[src/lbm_pkg.sv]
// ============================================================================
// lbm_pkg
// Shared widths, status codes and sideband structures of the Lorentz boost
// pipeline.
// ============================================================================
package lbm_pkg;

    localparam int BF   = 22;
    localparam int GF   = 30;
    localparam int BW   = 24;
    localparam int PW   = 32;
    localparam int EW   = 31;
    localparam int MCW  = 32;

    localparam int B2W  = 2 * BW;
    localparam int XW   = (B2W > 2 * BF + 1) ? B2W : 2 * BF + 1;
    localparam int DOTW = BW + PW + 2;
    localparam int DW1  = 2 * BF + 1;
    localparam int QW   = 2 * (BF + GF) + 1;
    localparam int SQW  = QW + 1;
    localparam int GW   = SQW / 2;
    localparam int GEW  = GW + EW;
    localparam int CDW  = GW + DOTW;
    localparam int UW   = CDW + 2;
    localparam int USW  = UW - BF;
    localparam int PRW  = USW + BW + 1;
    localparam int TW   = PRW - GF - BF;

    localparam logic [XW-1:0] ONE2 = XW'(1) << (2 * BF);

    localparam logic [1:0] ST_OK   = 2'd0;
    localparam logic [1:0] ST_FAST = 2'd1;
    localparam logic [1:0] ST_SAT  = 2'd2;

    typedef struct packed {
        logic [2:0][BW-1:0] b;
        logic [2:0][PW-1:0] p;
        logic [EW-1:0]      e;
        logic [DOTW-1:0]    dmag;
        logic               dneg;
        logic               zero;
        logic               over;
    } t_kin;

    typedef struct packed {
        t_kin          k;
        logic [GW-1:0] g;
    } t_kg;

    typedef struct packed {
        t_kin           k;
        logic [GEW-1:0] ge;
    } t_kge;

    typedef struct packed {
        logic [2:0][PW-1:0] p;
        logic [2:0]         neg;
        logic               zero;
        logic               over;
    } t_sv;

    typedef struct packed {
        logic [2:0][PW-1:0] o;
        logic [1:0]         st;
    } t_res;

endpackage

[src/lbm_div_cell.sv]
// ============================================================================
// lbm_div_cell
// One restoring division step: shifts in a dividend bit, yields a quotient bit.
// ============================================================================
module lbm_div_cell
    import lbm_pkg::*;
#(
    parameter int DW = 45,
    parameter int QB = 105,
    parameter int SW = 1
) (
    input  logic          i_clk,
    input  logic          i_rst_n,
    input  logic          i_en,
    input  logic          i_valid,
    input  logic [DW-1:0] i_rem,
    input  logic [QB-1:0] i_nq,
    input  logic [DW-1:0] i_d,
    input  logic [SW-1:0] i_side,
    output logic          o_valid,
    output logic [DW-1:0] o_rem,
    output logic [QB-1:0] o_nq,
    output logic [DW-1:0] o_d,
    output logic [SW-1:0] o_side
);

    logic [DW:0]   t;
    logic          ge;
    logic [DW-1:0] n_rem;
    logic          r_v;
    logic [DW-1:0] r_rem;
    logic [QB-1:0] r_nq;
    logic [DW-1:0] r_d;
    logic [SW-1:0] r_side;

    always_comb begin
        t     = {i_rem, i_nq[QB-1]};
        ge    = (t >= {1'b0, i_d});
        n_rem = ge ? DW'(t - {1'b0, i_d}) : t[DW-1:0];
    end

    always_ff @(posedge i_clk) begin
        if (!i_rst_n) begin
            r_v <= 1'b0;
        end else if (i_en) begin
            r_v <= i_valid;
        end
    end

    always_ff @(posedge i_clk) begin
        if (i_en) begin
            r_rem  <= n_rem;
            r_nq   <= {i_nq[QB-2:0], ge};
            r_d    <= i_d;
            r_side <= i_side;
        end
    end

    assign o_valid = r_v;
    assign o_rem   = r_rem;
    assign o_nq    = r_nq;
    assign o_d     = r_d;
    assign o_side  = r_side;

endmodule

[config.mk]
export PLATFORM = sky130hd
export DESIGN_NAME = lbm_div_cell
export DESIGN_NICKNAME = d
export VERILOG_FILES = /design/src/lbm_pkg.sv /design/src/lbm_div_cell.sv
export SDC_FILE = /design/constraint.sdc
export NUM_CORES = 1
export LEC_CHECK = 0
export BUFFER_PORTS_ARGS = -buffer_cell sky130_fd_sc_hd__buf_2
export CAP_MARGIN = 20
export CELL_PAD_IN_SITES_DETAIL_PLACEMENT = 1
export CELL_PAD_IN_SITES_GLOBAL_PLACEMENT = 2
export CORE_MARGIN = 2
export CORE_UTILIZATION = 33
export DETAILED_ROUTE_END_ITERATION = 6
export PLACE_DENSITY_LB_ADDON = 0.2
export SYNTH_ARGS = -nofsm -noshare
export SYNTH_HDL_FRONTEND = slang
export SYNTH_SLANG_ARGS = --single-unit
[constraint.sdc]
create_clock -name i_clk -period 6.3 [get_ports i_clk]
set_input_delay 0 -clock i_clk [delete_from_list [all_inputs] [get_ports i_clk]]
set_output_delay 0 -clock i_clk [all_outputs]
set_load 0.02 [all_outputs]
==> results.toml, run 1 <==
[run_status]
status = "complete, no violations"

[clocking]
cts_tree = "built"
insertion_delay_ps = 430
clk_path_buf_depth = 2
cts_buffers = 17
htree_levels = 4
cts.sinks = 197
clock-root-buffer = "clkbuf_16"
cts_setup_buffers = 0
clk_pin_slew_ps = 90

[global_routing]
grt_pass1_wl_mm = 50.03
antenna_found_initial = 5
grt_overflow_total = 0
grt_pass1_vias = 8391
grt_max_degree = 70
grt_usage_pct = 22.96

[synthesis]
synth.top_cell.area_share_pct = 64.84
syn-cell-area_um2 = 9077
synth_area_leaders = "edfxtp_1, ha_1, mux2_1"
synth-edff-count = 196
ys_ff_latch = 197
synth_cell_types = 51
yosys_warnings = 0
yosysMostFrequentCell = "edfxtp_1"
synth_top_area_cell = "edfxtp_1"
synth.yosys.seq_area_share_pct = 65.06
async_reset_ff_share_pct = 0
synth_nets = 897
yosys-top-cells-count = "edfxtp_1, inv_1, nand2_1, ha_1, mux2_1"
postSynthCellCount = 651
postSynthAreaPerCell_um2 = 13.94
synth_ff_type = "edfxtp_1"

[sta]
finalClockSkew_ps = 0
worstMarginPinSlew_ps = 884.4
finalHoldViolations = 0
rsz0062_at_grt = "no"
max_slew_margin_pct = 41.04
timing.final.crit_share_pct = 60.66
finalSetupTns_ps = 0
drv_slew = 0
fmax_ghz = 0.2617
min_period_ps = 3822
setup_viol = 0

[floorplan]
coreArea_um2 = 26950
num_rows = 60
die_h_um = 169.9
die_w_um = 169.9
start_util_pct = 33.68
io_pins = 397
die-area_um2 = 28850

[place]
dp_cells = 1378
io_buffers = 396
place_congestion = 0.7751
dpl.hpwl_mm = 23.12
placed_cell_area_um2 = 11440

[setup_path]
crit_required_ps = 6490
arrival_ps = 4010
crit_type = "input port to flip-flop"
critPathLaunchType = "input port"
crit_path_max_fanout = 7
end_kind = "flip-flop"

[route]
drt_iter0_markers = 361
dr.pass1.iters = 5
dr_total_vias = 7749
wl_per_cell_um = 20.84
ant_nets = 0
wl_mm = 33.62
drc = 0
vias_per_cell = 4.804

[finish]
fin_nets = 1499
syn2layout_area_growth_pct = 54.60
stdcell_area_um2 = 14030
instances_no_fill = 1613
n_fill_cell = 2888
drive_gt1_share_pct = 34.91

[hold_path]
hp-class = "input port to flip-flop"

[power]
ir_drop_mv = 0.1246
p_per_area_nw_per_um2 = 261.1
power.leakage_nw = 6.157

[run]
cap_violations = 0
registers in the layout (all words and copies together), names as in the netlist:
signal	cells
o_d	45
o_side	1
o_valid	1
o_nq	105
o_rem	45
final timing paths:
path                             start                   end  slack, ps  cells after the start
hold / removal                    i_en   o_rem[39]$_DFFE_PP_        150                      1
hold reg to reg   o_valid$_SDFFE_PN0P_  o_valid$_SDFFE_PN0P_       1140                      3
setup / recovery                i_d[1]   o_rem[41]$_DFFE_PP_       2480                     13
setup reg to reg  o_valid$_SDFFE_PN0P_  o_valid$_SDFFE_PN0P_       5100                      3
report_power, final:
group	switching, W	internal [W]	total (W)
clock network	0.000600	0.000547	0.00115
registers	0.0000350	0.00160	0.00163
logic	0.000522	0.000363	0.000885
layout by cell type, fill, tap and decap left out, types with 3 or more instances in the layout:
master         instances
and3_1                 5
mux2_1                38
inv_1                 55
nand2b_1               3
buf_2                395
edfxtp_1             196
clkinv_8               4
a21o_1                19
o211ai_1               5
a31oi_1                6
inv_6                  5
clkbuf_16             17
nand3_1               10
diode_2                6
o21ai_0               21
ha_1                  45
o21a_1                 3
nor4_1                 3
nor2_1                29
inv_8                  3
nor2b_1                4
a211oi_1               9
nor3_1                 8
dlygate4sd3_1        197
xnor2_1               22
nand2_1               50
mux2_2                 6
a221oi_1               3
xor2_1                19
nand4_1                8
a21oi_1               37
buf_4                  4
area by class of cell:
class | instances | area (µm²) | area share (%)
Sequential cell | 197 | 5906 | 42.08
Timing Repair Buffer | 597 | 3993 | 28.45
Multi-Input combinational cell | 385 | 2883 | 20.54
Clock buffer | 18 | 429.2 | 3.058
Tap cell | 341 | 426.7 | 3.040
Inverter | 55 | 206.4 | 1.471
Clock inverter | 14 | 175.2 | 1.248
Antenna cell | 6 | 15.01 | 0.1070
per-stage QoR:
step                      setup slack, ps  total power (W)  utilization, %  hold WS, ps
after CTS                            2486         0.003687           52.01        166.5
after global placement               2531         0.002427           42.46        176.1
after floorplan                      3032         0.002120               -        98.87
after global routing                 2234         0.003819           52.05        166.4
final                                2478         0.003664           52.07        150.3
after detailed placement             2578         0.002437           42.46        178.4
metal layers:
layer	vias up	part of all wire [%]	track usage (%)	routed length [µm]
met5	-	0.039	0	13
met4	2	4.2	10.55	1413
met3	64	6.0	5.093	2008
met2	290	50	40.37	16690
met1	3751	40	26.77	13500
li1	3642	-	-	-
timing repair:
action / 4_1_cts / 5_1_grt
hold buffers: 197 / 0
resized for setup: 0 / 0
hold endpoints to repair: 196 / 0
kinds of logic after synthesis:
logic type / after synthesis / share of synthesized area [%]
simple gates: 127 / 6.423
buf+inv: 69 / 3.184
xor+xnor: 41 / 3.956
mux: 46 / 5.679
flops: 197 / 65.06
fa+ha+maj: 46 / 6.423
compound gates: 125 / 9.277
worst max-delay path: stages:
cell and delay [ps]:
dlygate4sd3_1 540, buf_2 140, inv_1 90, ha_1 240, nor2b_1 150, o2111ai_1 280
a211oi_1 170, o41ai_1 650, a31oi_1 360, a21oi_1 660, o21ai_0 250, xor2_1 180
mux2_1 280
No activity file was read; power rests on OpenSTA's default activity.
==> inputs of run 2 (changes only) <==
Settings changed: CORE_UTILIZATION 33 to 27.
Clock period 6.3 ns to 3.3 ns, I/O delays scaled along.
==> run 2 against run 1 <==
  * First-iteration DRC count down 17%
  * Register-to-register slack worse by 3000 ps
  * Setup slack worse by 2400 ps
  * Combinational power up 110%
  * Total power up 90%
  * Critical path type unchanged
  * Critical endpoint is now o_rem[39]$_DFFE_PP_
==> results.toml, run 2 (synthesis results as in run 1) <==
[finish]
mostFrequentLayoutCells = "buf_2, dlygate4sd3_1, edfxtp_1"
fin_nets = 1549
n_fill_cell = 3622
syn2layout_area_growth_pct = 62.01
stdcell_area_um2 = 14710
instances_no_fill = 1764
largest_reg_flops = 105
final_common_cell = "buf_2"
drive_gt1_share_pct = 38.63

[power]
p_per_area_nw_per_um2 = 474.4
seq_power_share_pct = 44.6
p_int_w = 0.004834
swShare_pct = 30.71
power.leakage_nw = 6.409
p_sw_w = 0.002143
power_frac_comb_pct = 26.8
clkPwrFrac_pct = 28.7
ir_drop_mv = 0.3561

[setup_path]
critPathMaxStageDelay_ps = 540
rr_worst_depth = 3
cp-endpoint = "o_rem[39]$_DFFE_PP_"
cp_common_cell = "a31oi_4"
cp-startpoint = "i_d[4]"
critPathLaunchType = "input port"
r2r_start = "o_valid$_SDFFE_PN0P_"
crit_chain = "dlygate4sd3_1 > buf_2 > inv_1 > ha_2 > a21o_1 > a221o_1 > nand3_2 > a31oi_4 > a211o_1 > a31oi_4 > nor2_2 > o31ai_4 > buf_6 > buf_12 > mux2_1"
reg2reg_to = "o_valid$_SDFFE_PN0P_"
crit_path_max_fanout = 7
crit_type = "input port to flip-flop"
arrival_ps = 3390
r2r_slack_ps = 2110
slowest_stage = "dlygate4sd3_1"
end_kind = "flip-flop"
crit_required_ps = 3500

[place]
dp_cells = 1524
place_congestion = 0.8391
io_buffers = 396
placed_cell_area_um2 = 11920
post-place-ws_ps = -229.9
dpl.hpwl_mm = 24.51

[clocking]
clk_path_buf_depth = 2
clock-root-buffer = "clkbuf_16"
htree_levels = 4
clk_pin_slew_ps = 80
cts.sinks = 197
insertion_delay_ps = 450
cts_tree = "built"
cts_buffers = 17

[sta]
fmax_ghz = 0.3134
worstMarginPinSlew_ps = 780.6
fin_ws_ps = 109.2
finalHoldViolations = 0
timing.final.crit_share_pct = 96.69
holdWs_ps = 58.51
setup_viol = 0
finalClockSkew_ps = 0
max_slew_margin_pct = 47.96
min_period_ps = 3191
drv_slew = 0

[global_routing]
grt_usage_pct = 19.29
grt_pass1_vias = 8342
grt_max_degree = 91
grt_overflow_total = 0
grt_pass1_wl_mm = 50.95
antenna_found_initial = 4

[route]
wl_per_cell_um = 19.62
wl_mm = 34.61
ant_nets = 0
drc = 0
dr.pass1.iters = 4
dr_total_vias = 7843
drt_iter0_markers = 300
vias_per_cell = 4.446

[floorplan]
start_util_pct = 27.28
die_h_um = 187.4
io_pins = 397
num_rows = 67
coreArea_um2 = 33280
die-area_um2 = 35100
die_w_um = 187.4

[hold_path]
hp-class = "input port to flip-flop"

[run_status]
status = "complete, no violations"

[run]
cap_violations = 0
==> run 2: changes by cell type in the layout (fill, tap and decap cells not counted), sizes merged <==
cell	change
clkinv	-1
clkbuf	+3
diode	-5
buf	+46
clkinvlp	+5
dlygate4sd3	+1
inv	-5
==> run 2: repair_timing <==
action,4_1_cts,5_1_grt
gates resized for setup,0,25
hold buffers,198,0
endpoints found under the setup margin,0,45
setup buffers,0,5
hold endpoints to repair,196,0
==> run 2: power groups by stage <==
stage | sequential [W] | combinational (W) | clock (W)
CTS | 0.00311 | 0.00179 | 0.00207
detailed placement | 0.00316 | 0.00159 | 0
global placement | 0.00315 | 0.00158 | 0
global route | 0.00313 | 0.00202 | 0.00216
floorplan | 0.00350 | 0.000551 | 0
finish | 0.00311 | 0.00187 | 0.00200
==> run 2: critical path: cells and delay by family <==
| family | cells | cell delay (ps) |
|---|---|---|
| simple gates | 2 | 200 |
| mux | 1 | 340 |
| compound gates | 6 | 1460 |
| buf+inv | 5 | 1100 |
| fa+ha+maj | 1 | 300 |
==> run 2: area by class of cell <==
| class | count | area, µm² | area share [%] |
|---|---|---|---|
| antenna | 1 | 2.502 | 0.01702 |
| inverter | 55 | 206.4 | 1.404 |
| clock buffer | 18 | 429.2 | 2.918 |
| timing repair buffer | 647 | 4499 | 30.59 |
| tap | 448 | 560.5 | 3.811 |
| multi-input combinational | 385 | 3002 | 20.41 |
| sequential | 197 | 5906 | 40.16 |
| clock inverter | 13 | 101.3 | 0.6891 |
==> run 2: through the flow <==
stage	power (W)	setup TNS, ps	utilization [%]
after floorplan	0.004046	0	-
after global placement	0.004737	-4919	35.82
after detailed placement	0.004753	-8364	35.82
after CTS	0.006972	0	43.37
after global routing	0.007307	-121.1	44.19
final	0.006976	0	44.19
==> run 2: per-layer routing <==
layer	track usage (%)	wire [µm]
met5	0	34
met4	6.288	862
met3	5.966	2035
met2	33.07	17090
met1	23.02	14590
==> run 2: worst min-delay path by stage <==
stage,start,end,cells after the start
6_report,i_rem[0],o_rem[1]$_DFFE_PP_,3
5_1_grt,i_rem[0],o_rem[1]$_DFFE_PP_,3
4_1_cts,i_rem[0],o_rem[1]$_DFFE_PP_,3
3_5_place_dp,i_nq[11],o_nq[12]$_DFFE_PP_,1
3_3_place_gp,i_nq[91],o_nq[92]$_DFFE_PP_,1
2_1_floorplan,i_d[0],o_d[0]$_DFFE_PP_,0
