$ cat src/lbm_pkg.sv
// ============================================================================
// lbm_pkg
// Shared widths, status codes and sideband structures of the Lorentz boost
// pipeline.
// ============================================================================
package lbm_pkg;

    localparam int BF   = 22;
    localparam int GF   = 30;
    localparam int BW   = 24;
    localparam int PW   = 32;
    localparam int EW   = 31;
    localparam int MCW  = 32;

    localparam int B2W  = 2 * BW;
    localparam int XW   = (B2W > 2 * BF + 1) ? B2W : 2 * BF + 1;
    localparam int DOTW = BW + PW + 2;
    localparam int DW1  = 2 * BF + 1;
    localparam int QW   = 2 * (BF + GF) + 1;
    localparam int SQW  = QW + 1;
    localparam int GW   = SQW / 2;
    localparam int GEW  = GW + EW;
    localparam int CDW  = GW + DOTW;
    localparam int UW   = CDW + 2;
    localparam int USW  = UW - BF;
    localparam int PRW  = USW + BW + 1;
    localparam int TW   = PRW - GF - BF;

    localparam logic [XW-1:0] ONE2 = XW'(1) << (2 * BF);

    localparam logic [1:0] ST_OK   = 2'd0;
    localparam logic [1:0] ST_FAST = 2'd1;
    localparam logic [1:0] ST_SAT  = 2'd2;

    typedef struct packed {
        logic [2:0][BW-1:0] b;
        logic [2:0][PW-1:0] p;
        logic [EW-1:0]      e;
        logic [DOTW-1:0]    dmag;
        logic               dneg;
        logic               zero;
        logic               over;
    } t_kin;

    typedef struct packed {
        t_kin          k;
        logic [GW-1:0] g;
    } t_kg;

    typedef struct packed {
        t_kin           k;
        logic [GEW-1:0] ge;
    } t_kge;

    typedef struct packed {
        logic [2:0][PW-1:0] p;
        logic [2:0]         neg;
        logic               zero;
        logic               over;
    } t_sv;

    typedef struct packed {
        logic [2:0][PW-1:0] o;
        logic [1:0]         st;
    } t_res;

endpackage

$ cat src/lbm_sqrt_cell.sv
// ============================================================================
// lbm_sqrt_cell
// One digit-by-digit square root step: consumes two radicand bits per cell.
// ============================================================================
module lbm_sqrt_cell
    import lbm_pkg::*;
#(
    parameter int NW = 106,
    parameter int GW = 53,
    parameter int SW = 1
) (
    input  logic          i_clk,
    input  logic          i_rst_n,
    input  logic          i_en,
    input  logic          i_valid,
    input  logic [GW:0]   i_rem,
    input  logic [GW-1:0] i_res,
    input  logic [NW-1:0] i_x,
    input  logic [SW-1:0] i_side,
    output logic          o_valid,
    output logic [GW:0]   o_rem,
    output logic [GW-1:0] o_res,
    output logic [NW-1:0] o_x,
    output logic [SW-1:0] o_side
);

    logic [GW+2:0] t;
    logic [GW+2:0] trial;
    logic          ge;
    logic [GW:0]   n_rem;
    logic          r_v;
    logic [GW:0]   r_rem;
    logic [GW-1:0] r_res;
    logic [NW-1:0] r_x;
    logic [SW-1:0] r_side;

    always_comb begin
        t     = {i_rem, i_x[NW-1:NW-2]};
        trial = {1'b0, i_res, 2'b01};
        ge    = (t >= trial);
        n_rem = ge ? (GW+1)'(t - trial) : t[GW:0];
    end

    always_ff @(posedge i_clk) begin
        if (!i_rst_n) begin
            r_v <= 1'b0;
        end else if (i_en) begin
            r_v <= i_valid;
        end
    end

    always_ff @(posedge i_clk) begin
        if (i_en) begin
            r_rem  <= n_rem;
            r_res  <= {i_res[GW-2:0], ge};
            r_x    <= {i_x[NW-3:0], 2'b00};
            r_side <= i_side;
        end
    end

    assign o_valid = r_v;
    assign o_rem   = r_rem;
    assign o_res   = r_res;
    assign o_x     = r_x;
    assign o_side  = r_side;

endmodule

$ cat config.mk
export PLATFORM = sky130hd
export DESIGN_NAME = lbm_sqrt_cell
export DESIGN_NICKNAME = d
export VERILOG_FILES = /design/src/lbm_pkg.sv /design/src/lbm_sqrt_cell.sv
export SDC_FILE = /design/constraint.sdc
export NUM_CORES = 1
export LEC_CHECK = 0
export BUFFER_PORTS_ARGS = -buffer_cell sky130_fd_sc_hd__buf_4
export CAP_MARGIN = 20
export CELL_PAD_IN_SITES_DETAIL_PLACEMENT = 0
export CELL_PAD_IN_SITES_GLOBAL_PLACEMENT = 1
export CORE_ASPECT_RATIO = 1.1
export CORE_MARGIN = 2
export CORE_UTILIZATION = 37
export CTS_CLUSTER_SIZE = 25
export DETAILED_ROUTE_END_ITERATION = 10
export PLACE_DENSITY = 0.83
export SLEW_MARGIN = 20
export SYNTH_ARGS = -nofsm -noshare
export SYNTH_HDL_FRONTEND = slang
export SYNTH_SLANG_ARGS = --single-unit
$ cat constraint.sdc
create_clock -name i_clk -period 2.68 [get_ports i_clk]
set_input_delay 0 -clock i_clk [delete_from_list [all_inputs] [get_ports i_clk]]
set_output_delay 0 -clock i_clk [all_outputs]
set_load 0.05 [all_outputs]
==> key figures, run 1 <==
Setup path
  – Critical Path Sink Type: register
  – Startpoint types: primary input
  – RR Endpoint: o_valid
  – Slack of the worst reg-to-reg path: 1.47 ns
  – R2R Path Start: o_valid
  – Critical path class: primary input to register
  – CP Data Arrival Time: 2.98 ns
  – Required @ worst endpoint: 3.06 ns
  – Worst Reg-to-Reg Cells: 3
  – CP Max Fanout: 9

Synthesis
  – Synthesized area: around 0.010 mm^2
  – Area contributors post-synth: edfxtp_1 62%, ha_1 6.7%, nand2_1 3.3%
  – Post-synth top area cell: edfxtp_1
  – #FFs+latches synth: 213
  – Seq/Total Area, Yosys: 61.8%
  – Post-synth EDFFs: 212
  – Top cell type's share of synthesized area: approximately 60%
  – Syn Inst Count: 844
  – Warning count from the yosys run: 0
  – Async S/R FF share, synth: 0%
  – Average size of a mapped cell: 12.2 um^2
  – Synth cell types: 59
  – Post-synth top flop: edfxtp_1

Floorplanning
  – Row Count: 64
  – Die Width: 163 um
  – Initial Utilization: 37.4%
  – Die area: 0.0293 mm^2
  – I/O pin cnt: around 430
  – Core region area: 0.0276 mm^2
  – Die height: roughly 180 um

STA
  – Setup slack after layout: 0.0770 ns
  – Final Hold Fails: 0
  – Layout Skew: 0 ns
  – Setup violators final: 0
  – Post-route minimum period: ~2.6 ns
  – Tcrit/Tclk final: 97.1%
  – Max Clock Freq: 0.384 GHz
  – RSZ-0062 raised after global routing: yes
  – Final TNS setup: 0 ns
  – Count of pins over their slew limit: 0
  – Worst-Margin Slew: a little under 0.6 ns
  – Max_slew headroom: between 60% and 70%

Drt
  – DRT antenna net count: 0
  – Total wire length: 39.0 mm
  – Number of vias per cell: between 4 and 5
  – 1st-iter DRT viols: between 600 and 700
  – WL met1: 14.9 mm
  – WL met3: approximately 3.7 mm
  – Met2 WL: approximately 19 mm
  – 1st-pass router iterations: 5
  – Vias: about 9.6k
  – Routed len/inst: about 20 um
  – Drt drc: 0
  – Top sig layer: met5

Clock tree
  – CTS tree: built
  – Bufs on Longest Clock Path: 3
  – CTS H-Tree Depth: 1
  – Clk Tree Root Cell: clkbuf_16
  – TritonCTS buffer count: 24
  – Skew-Pair Late Insertion Delay: around 0.51 ns
  – CTS clock-pin slew for the worst setup and hold paths: 0.06 ns
  – Clock sink count: 213

Global route
  – Largest net degree at the start of global routing: 69
  – Vias in the first global route: 9910
  – Remaining Overflow, GRT: 0
  – GRT Overall Usage: 25.4%
  – Initial antenna violation count: 5
  – First-pass GRT wire length: 56.2 mm

Place
  – Pre-CTS setup slack: -0.211 ns
  – Placer Congestion: 0.904
  – Detail Placement HPWL: 28.1 mm
  – PortBufs: 430

Finish
  – Fillcell total: 2093
  – Area growth, synth to finish: 71.7%
  – Layout cells sized above 1: 37.2%
  – Nets@finish: 1846

Worst hold path
  – Hold-critical path depth: 4
  – Tightest Hold Check Type: primary input to register
  – Worst hold path startpoint: i_rem[9]
  – WHS Endpoint: o_rem[11]

Power and ir drop
  – PD cells: 638 mW/mm^2
  – Leak: 0.00785 uW
  – Worst vdd ir: 0.489 mV

Run
  – Max-cap viol count: 0

Run status
  – Status: finished, final reports clean
## worst max path at each step
| stage | startpoint | to | slack (ns) | cells past startpoint |
|---|---|---|---|---|
| floorplan | i_res[2] | o_rem[51] | 0.23 | 12 |
| global placement | i_rem[1] | o_rem[51] | -0.14 | 12 |
| detailed placement | i_rem[6] | o_rem[43] | -0.21 | 12 |
| CTS | i_res[14] | o_rem[25] | 0.007 | 16 |
| global route | i_res[13] | o_rem[50] | -0.02 | 17 |
| finish | i_res[28] | o_rem[50] | 0.08 | 15 |
## sequential cells by signal (all words and copies together) (netlist names)
| signal | count |
|---|---|
| o_x | 104 |
| o_side | 1 |
| o_valid | 1 |
| o_rem | 54 |
| o_res | 53 |
## timing repair
item | 4_1_cts | 5_1_grt
gates resized for setup | 0 | 18
endpoints found under the setup margin | 0 | 49
hold buffers | 214 | 0
endpoints found under the hold margin | 276 | 0
buffers inserted | 0 | 1
## stage by stage
step / utilization [%] / hold slack [ns] / total power (uW) / instance area [um^2] / std cells
floorplan: - / 0.0989 / 6200 / 10300 / 845
global placement: 53.1 / 0.178 / 7500 / 14700 / 1695
detailed placement: 53.1 / 0.179 / 7530 / 14700 / 1695
CTS: 63.9 / 0.0864 / 11300 / 17600 / 1953
global route: 64.2 / 0.137 / 11700 / 17700 / 1956
finish: 64.2 / 0.101 / 11300 / 17700 / 1958
## per-layer routing
layer	vias up	GRT usage, %
li1	4577	-
met1	4550	29.3
met2	369	44.3
met3	71	8.56
met4	4	8.22
met5	-	0
## power by group
group	switching, uW	internal (uW)
combinational	2220	1380
sequential	110	4070
clock	1430	2100
## cell type report
| type | count | area, um^2 | share of cell area, % |
|---|---|---|---|
| Inverter | 64 | 240 | 1.35 |
| Clock buffer | 28 | 637 | 3.59 |
| Tap cell | 363 | 454 | 2.56 |
| Antenna cell | 4 | 10.0 | 0.0564 |
| Timing Repair Buffer | 737 | 6190 | 34.9 |
| Multi-Input combinational cell | 533 | 3620 | 20.4 |
| Clock inverter | 16 | 200 | 1.13 |
| Sequential cell | 213 | 6390 | 36.0 |
## cell families (layout without fill, tap and decap cells)
logic type	count (synthesis)	after routing	synth area share (%)
AND/OR/NAND/NOR	180	180	8.02
XOR/XNOR	47	47	3.99
adder cells (fa/ha/maj)	55	55	6.66
other	1	6	0.0363
buffers and inverters	99	845	3.82
flip-flops	213	213	61.8
AO/OA/AOI/OAI	246	246	15.4
multiplexers	3	3	0.291
## worst max-delay path, stage by stage
cell	delay [ns]
dlygate4sd3_1	0.54
buf_4	0.14
inv_1	0.07
ha_2	0.32
a21o_1	0.20
a221oi_2	0.27
o21ai_0	0.11
a21oi_1	0.20
o31ai_2	0.10
buf_4	0.15
a21oi_4	0.29
buf_4	0.19
inv_2	0.06
a31oi_1	0.17
o211a_1	0.18
## cells in the mapped netlist (21+ instances only)
master	instances
ha_1	55
a21oi_1	61
clkbuf_1	21
xor2_1	25
nor2_1	23
a21o_1	42
edfxtp_1	212
o21ai_0	27
o21ai_1	54
xnor2_1	22
inv_1	63
nand2_1	90
## placed cells by master, fill, tap and decap left out, types with 6 or more instances in the layout
master | Yosys | layout
a21o_1 | 42 | 42
a21oi_1 | 61 | 59
buf_12 | 0 | 9
buf_4 | 2 | 513
clkbuf_16 | 0 | 25
dlygate4sd3_1 | 0 | 214
edfxtp_1 | 212 | 212
ha_1 | 55 | 54
inv_1 | 63 | 63
nand2_1 | 90 | 89
nand2b_1 | 6 | 6
nand3_1 | 6 | 6
nand4_1 | 17 | 17
nor2_1 | 23 | 23
nor2b_1 | 8 | 8
nor3_1 | 11 | 9
o21ai_0 | 27 | 25
o21ai_1 | 54 | 56
o21bai_1 | 6 | 6
xnor2_1 | 22 | 22
xor2_1 | 25 | 25
No activity file was read; power rests on OpenSTA's default activity.
==> run 2: changes to the inputs <==
Settings changed: BUFFER_PORTS_ARGS -buffer_cell sky130_fd_sc_hd__buf_4 to unset, CORE_AREA set to 2 2 167 169, CORE_ASPECT_RATIO 1.1 to unset, CORE_MARGIN 2 to unset, CORE_UTILIZATION 37 to unset, DIE_AREA set to 0 0 169 171, DONT_BUFFER_PORTS set to 1, GPL_TIMING_DRIVEN set to 0, PLACE_DENSITY 0.83 to 0.67.
==> run 2 against run 1 <==
  * The flow now finishes with violations (hold timing)
  * Largest power group unchanged
  * Largest cell class unchanged
  * Combinational power shrank 63%
  * Via count shrank 20%
  * Fmax grew 5.8%
  * Clock skew is the same
  * Sequential share of layout area grew 10 points
  * Wire length shrank 11%
==> key figures, run 2 (synthesis gave the netlist of run 1 again) <==
STA
  – Layout Skew: 0 ns (unchanged)
  – Post-route minimum period: 2.46 ns (-0.143 ns)
  – Setup violators final: 0 (unchanged)
  – Max_slew headroom: 60.6% (-0.69 points)
  – Hold_ws: -0.402 ns (-0.502 ns)
  – Final Hold Fails: 220 (+220)
  – Worst-Margin Slew: 0.593 ns (+0.0116 ns)
  – Tcrit/Tclk final: 91.8% (-5.3 points)
  – Count of pins over their slew limit: 0 (unchanged)
  – Max Clock Freq: 0.406 GHz (+5.8%)
  – RSZ-0062 raised after global routing: yes
  – Setup slack after layout: 0.220 ns (+0.143 ns)

Setup path
  – Max incr delay on CP: 0.39 ns (-0.15 ns)
  – Worst path top cell family by delay: compound AO/OA/AOI/OAI gates
  – Startpoint types: primary input
  – Critical-path cell list: inv_1 > ha_1 > nand2_2 > o31ai_4 > o211ai_1 > a21boi_2 > a21boi_1 > o31ai_4 > a221oi_2 > o31ai_1 > xnor2_1 > o21ai_1
  – Critical Path Sink Type: register
  – R2R Path Start: o_valid
  – Critical path class: primary input to register
  – Worst Reg-to-Reg Cells: 3 (unchanged)
  – Worst Setup SP: i_res[2]
  – Slack of the worst reg-to-reg path: 1.13 ns (-0.34 ns)
  – CP Data Arrival Time: 2.72 ns (-0.26 ns)
  – RR Endpoint: o_valid
  – CP Max Fanout: 4 (-5)
  – Required @ worst endpoint: 2.94 ns (-0.12 ns)
  – Buf+Inv Stages, Crit Path: 1 (-5)
  – Worst path slowest cell: o31ai_4
  – Most used cell, CP: o31ai_4

Clock tree
  – Bufs on Longest Clock Path: 3 (unchanged)
  – Clk Tree Root Cell: clkbuf_16
  – CTS H-Tree Depth: 1 (unchanged)
  – CTS clock-pin slew for the worst setup and hold paths: 0.06 ns (about the same)
  – Clock sink count: 213 (unchanged)
  – Skew-Pair Late Insertion Delay: 0.52 ns (about the same)
  – CTS tree: built
  – TritonCTS buffer count: 24 (unchanged)

Worst hold path
  – Worst hold path startpoint: i_en
  – WHS Endpoint: o_res[50]
  – Tightest Hold Check Type: primary input to register
  – Hold-critical path depth: 0 (-4)

Drt
  – Routed len/inst: 23.8 um (+20%)
  – Drt drc: 0 (unchanged)
  – Vias: 7684 (-20%)
  – DRT antenna net count: 0 (unchanged)
  – 1st-iter DRT viols: 476 (-29%)
  – Total wire length: 34.5 mm (-11%)
  – 1st-pass router iterations: 5 (unchanged)
  – Number of vias per cell: 5.30 (+8.4%)

Place
  – Post-placement cell area: 0.0108 mm^2 (-27%)
  – Placed Cells: 1191 (-30%)
  – Pre-CTS setup slack: -1.26 ns (-1.05 ns)
  – PortBufs: 0 (-100%)
  – Detail Placement HPWL: 23.7 mm (-16%)
  – Placer Congestion: 0.833 (-7.9%)

Power and ir drop
  – PD cells: 740 mW/mm^2 (+16%)
  – Leak: 0.00540 uW (-31%)
  – Pwr Total: 10200 uW (-9.8%)
  – Worst vdd ir: 0.415 mV (-15%)

Finish
  – Non-Filler Instances: 1450 (-26%)
  – Commonest non-fill, non-tap cells in the layout: 212 x edfxtp_1, 211 x dlygate4sd3_1, 90 x nand2_1, 63 x inv_1, 60 x a21oi_1
  – Design area: 0.0138 mm^2 (-22%)
  – Fillcell total: 2400 (+15%)
  – Number of flip-flops in the largest register: 104 (unchanged)
  – Commonest non-fill, non-tap cell in the layout: edfxtp_1
  – Nets@finish: 1358 (-26%)
  – Area growth, synth to finish: 33.5%
  – Layout cells sized above 1: 7.62% (-30 points)

Global route
  – GRT Overall Usage: 22.5% (-2.9 points)
  – Largest net degree at the start of global routing: 214 (+210%)
  – First-pass GRT wire length: 48.7 mm (-13%)
  – Vias in the first global route: 7720 (-22%)
  – Initial antenna violation count: 2 (-3)
  – Remaining Overflow, GRT: 0 (unchanged)

Run status
  – Failing checks: hold timing
  – Status: finished, violations left

Floorplanning
  – Die area: 0.0289 mm^2 (-1.3%)
  – I/O pin cnt: 433 (unchanged)
  – Die height: 171 um (-4.6%)
  – Die Width: 169 um (+3.5%)
  – Initial Utilization: 37.8% (+0.41 points)
  – Core region area: 0.0273 mm^2 (-1.1%)
  – Row Count: 61 (-4.7%)

Run
  – Max-cap viol count: 0 (unchanged)
[run 2: cell types whose count changed in the layout (fill, tap and decap cells not counted), sizes merged]
cell         before  now
buf             523   18
bufinv            4    3
clkbuf           28   45
clkinv            8   10
clkinvlp          4    1
diode             4    2
dlygate4sd3     214  211
inv              64   68
[run 2: worst max path at each step]
stage / to / cells after the start
5_1_grt: o_rem[23] / 14
3_5_place_dp: o_rem[25] / 13
4_1_cts: o_rem[50] / 14
3_3_place_gp: o_rem[25] / 13
2_1_floorplan: o_rem[51] / 12
6_report: o_rem[41] / 12
[run 2: repair_timing]
action                                 4_1_cts  5_1_grt
setup endpoints to repair                   54       53
hold buffers                               204        7
endpoints found under the hold margin      424      222
buffers inserted                             5        0
gates resized for setup                      3       11
pin swaps                                    2        0
[run 2: layer usage]
| layer | vias to the layer above | routed length [um] | track usage (%) |
|---|---|---|---|
| met5 | - | 0 | 0 |
| met4 | 0 | 1050 | 6.95 |
| met3 | 61 | 3150 | 7.38 |
| met2 | 349 | 16300 | 37.4 |
| met1 | 3672 | 14000 | 27.9 |
| li1 | 3602 | - | - |
[run 2: where the power goes]
| part | switching (uW) | total [uW] | internal [uW] |
|---|---|---|---|
| clock | 1410 | 3410 | 2000 |
| sequential | 1340 | 5440 | 4100 |
| combinational | 727 | 1350 | 628 |
[run 2: final cells by class]
class	count	area (um^2)	area share (%)
buffer	33	153	1.11
multi-input combinational	533	3590	26.1
antenna	2	5.00	0.0363
tap	346	433	3.14
clock buffer	25	626	4.54
sequential	213	6390	46.3
clock inverter	18	189	1.37
timing repair buffer	216	2160	15.7
inverter	64	240	1.74
[run 2: through the flow]
step / TNS (ns) / utilization, %
6_report: 0 / 50.5
5_1_grt: -0.0654 / 50.4
4_1_cts: 0 / 50.1
3_5_place_dp: -58.94 / 39.4
3_3_place_gp: -58.51 / 39.4
2_1_floorplan: 0 / -
==> run 3: changes to the inputs <==
Settings changed: REMOVE_ABC_BUFFERS set to 1.
==> run 3 against run 2 <==
  * The run still ends with hold timing left
  * Critical endpoint unchanged
  * Die area is the same
  * Clock power shrank 13%
  * Via count shrank 2.3%
  * Worst setup slack lost 0.12 ns
  * Critical path depth is the same
  * Count of clock-buffer cells in the layout grew 4
  * Wire length shrank 5.0%
  * Clock skew is the same
  * Fmax shrank 4.6%
  * Largest power group unchanged
  * Sequential share of layout area grew 0.70 points
  * Cell count shrank 2.6%
  * Cell area shrank 1.5%
==> key figures, run 3 (synthesis gave the netlist of run 1 again) <==
Run status
  – Status: finished, violations left
  – Failing checks: hold timing

STA
  – Count of pins over their slew limit: 0 (unchanged)
  – Setup slack after layout: 0.101 ns (-0.118 ns)
  – Layout Skew: 0 ns (unchanged)
  – Final Hold Fails: 217 (-1.4%)
  – Max_slew headroom: 55.7% (-4.9 points)
  – Max Clock Freq: 0.388 GHz (-4.6%)
  – Worst-Margin Slew: 0.667 ns (+0.0738 ns)
  – Hold_ws: -0.393 ns (+0.00871 ns)
  – Setup violators final: 0 (unchanged)
  – Tcrit/Tclk final: 96.2% (+4.4 points)
  – Post-route minimum period: 2.58 ns (+0.118 ns)
  – RSZ-0062 raised after global routing: no

Finish
  – Fillcell total: 2426 (+1.1%)
  – Non-Filler Instances: 1413 (-2.6%)
  – Area growth, synth to finish: 31.5%
  – Commonest non-fill, non-tap cells in the layout: 212 x edfxtp_1, 210 x dlygate4sd3_1, 90 x nand2_1, 63 x inv_1, 60 x a21oi_1
  – Nets@finish: 1325 (-2.4%)
  – Commonest non-fill, non-tap cell in the layout: edfxtp_1
  – Number of flip-flops in the largest register: 104 (unchanged)
  – Layout cells sized above 1: 5.72% (-1.9 points)

Power and ir drop
  – PD cells: 717 mW/mm^2 (-3.1%)
  – Flop pwr share: 55.7% (+2.4 points)
  – Switching pwr: 3320 uW (-4.4%)
  – Leak: 0.00527 uW (-2.4%)
  – Gate power share: 13.9% (+0.6 points)
  – Clock share of power: 30.3% (-3.1 points)
  – Switching fraction of total power: 34.1% (+0.063 points)
  – Int Power: 6420 uW (-4.6%)
  – Worst vdd ir: 0.372 mV (-10%)

Drt
  – Routed len/inst: 23.2 um (-2.5%)
  – Total wire length: 32.8 mm (-5.0%)
  – Drt drc: 0 (unchanged)
  – Vias: 7509 (-2.3%)
  – Number of vias per cell: 5.31 (+0.28%)
  – DRT antenna net count: 0 (unchanged)
  – 1st-iter DRT viols: 584 (+23%)
  – 1st-pass router iterations: 5 (unchanged)

Floorplanning
  – Row Count: 61 (unchanged)
  – Die area: 0.0289 mm^2 (unchanged)
  – I/O pin cnt: 433 (unchanged)
  – Core region area: 0.0273 mm^2 (unchanged)
  – Initial Utilization: 37.8% (unchanged)
  – Die height: 171 um (unchanged)
  – Die Width: 169 um (unchanged)

Clock tree
  – Bufs on Longest Clock Path: 3 (unchanged)
  – Clock sink count: 213 (unchanged)
  – CTS clock-pin slew for the worst setup and hold paths: 0.06 ns (about the same)
  – CTS H-Tree Depth: 1 (unchanged)
  – TritonCTS buffer count: 23 (-4.2%)
  – Skew-Pair Late Insertion Delay: 0.51 ns (about the same)
  – CTS tree: built
  – Clk Tree Root Cell: clkbuf_16

Setup path
  – CP Data Arrival Time: 2.82 ns (+0.10 ns)
  – Critical path class: primary input to register
  – CP Max Fanout: 4 (unchanged)
  – Required @ worst endpoint: 2.92 ns (-0.02 ns)
  – Worst Setup SP: i_res[2]
  – Startpoint types: primary input
  – R2R Path Start: o_valid
  – Critical Path Sink Type: register

Place
  – Placed Cells: 1160 (-2.6%)
  – PortBufs: 0 (unchanged)
  – Placer Congestion: 0.819 (-1.7%)
  – Detail Placement HPWL: 22.7 mm (-3.9%)
  – Pre-CTS setup slack: -0.859 ns (+0.403 ns)

Global route
  – Initial antenna violation count: 2 (unchanged)
  – Vias in the first global route: 7525 (-2.5%)
  – First-pass GRT wire length: 46.4 mm (-4.7%)
  – GRT Overall Usage: 21.3% (-1.2 points)
  – Remaining Overflow, GRT: 0 (unchanged)
  – Largest net degree at the start of global routing: 214 (unchanged)

Worst hold path
  – Tightest Hold Check Type: primary input to register
  – Worst hold path startpoint: i_en

Run
  – Max-cap viol count: 0 (unchanged)
[run 3: area by class of cell]
cell class              count  area, um^2  area share, %
well taps                 346         433           3.19
repair buffers            216        2230           16.4
diodes                      1        2.50         0.0184
multi-input cells         534        3610           26.6
clock buffers              29         598           4.40
flip-flops and latches    213        6390           47.0
inverters                  64         240           1.77
clock inverters            10        82.6          0.608
[run 3: final timing paths]
path / endpoint / slack (ns) / cells after the start
min reg2reg: o_valid / 1.37 / 3
max: o_rem[41] / 0.10 / 12
max reg2reg: o_valid / 1.14 / 3
min: o_x[79] / -0.39 / 0
[run 3: repair_timing]
action                                  4_1_cts  5_1_grt
setup buffers                                 2        0
pin swaps                                     2        0
cloned                                        1        0
endpoints found under the hold margin       424      221
hold buffers                                204        6
resized for setup                             3        4
endpoints found under the setup margin       31       19
[run 3: per-layer routing]
metal,part of all wire [%],global-route usage (%)
met3,8.1,6.27
met2,48,36.9
met1,41,25.9
met5,0.037,0
met4,2.8,6.28
[run 3: metrics by stage]
stage | setup TNS [ns] | total power, uW | util (%) | hold slack, ns | area, um^2
6_report | 0 | 9740 | 49.7 | -0.393 | 13600
5_1_grt | 0 | 10100 | 49.7 | -0.415 | 13600
4_1_cts | 0 | 9800 | 49.4 | -0.403 | 13500
3_5_place_dp | -32.95 | 6560 | 39.3 | 0.0989 | 10700
3_3_place_gp | -210.79 | 6540 | 38.8 | 0.0989 | 10600
2_1_floorplan | -84.55 | 6190 | - | 0.0989 | 10200
[run 3: power groups by stage]
stage	registers [uW]	clock network (uW)	logic [uW]
CTS	5430	3020	1340
global placement	5500	0	1040
detailed placement	5490	0	1070
global route	5450	3130	1500
finish	5430	2960	1360
floorplan	5390	0	803
[run 3: worst max-delay path: stages]
cell	delay, ns
inv_1	0.03
ha_1	0.36
nand2_2	0.10
o31ai_4	0.35
o211ai_1	0.17
a21boi_2	0.26
a21boi_1	0.24
o31ai_4	0.46
a221oi_2	0.17
o31ai_1	0.40
xnor2_1	0.18
o21ai_1	0.07
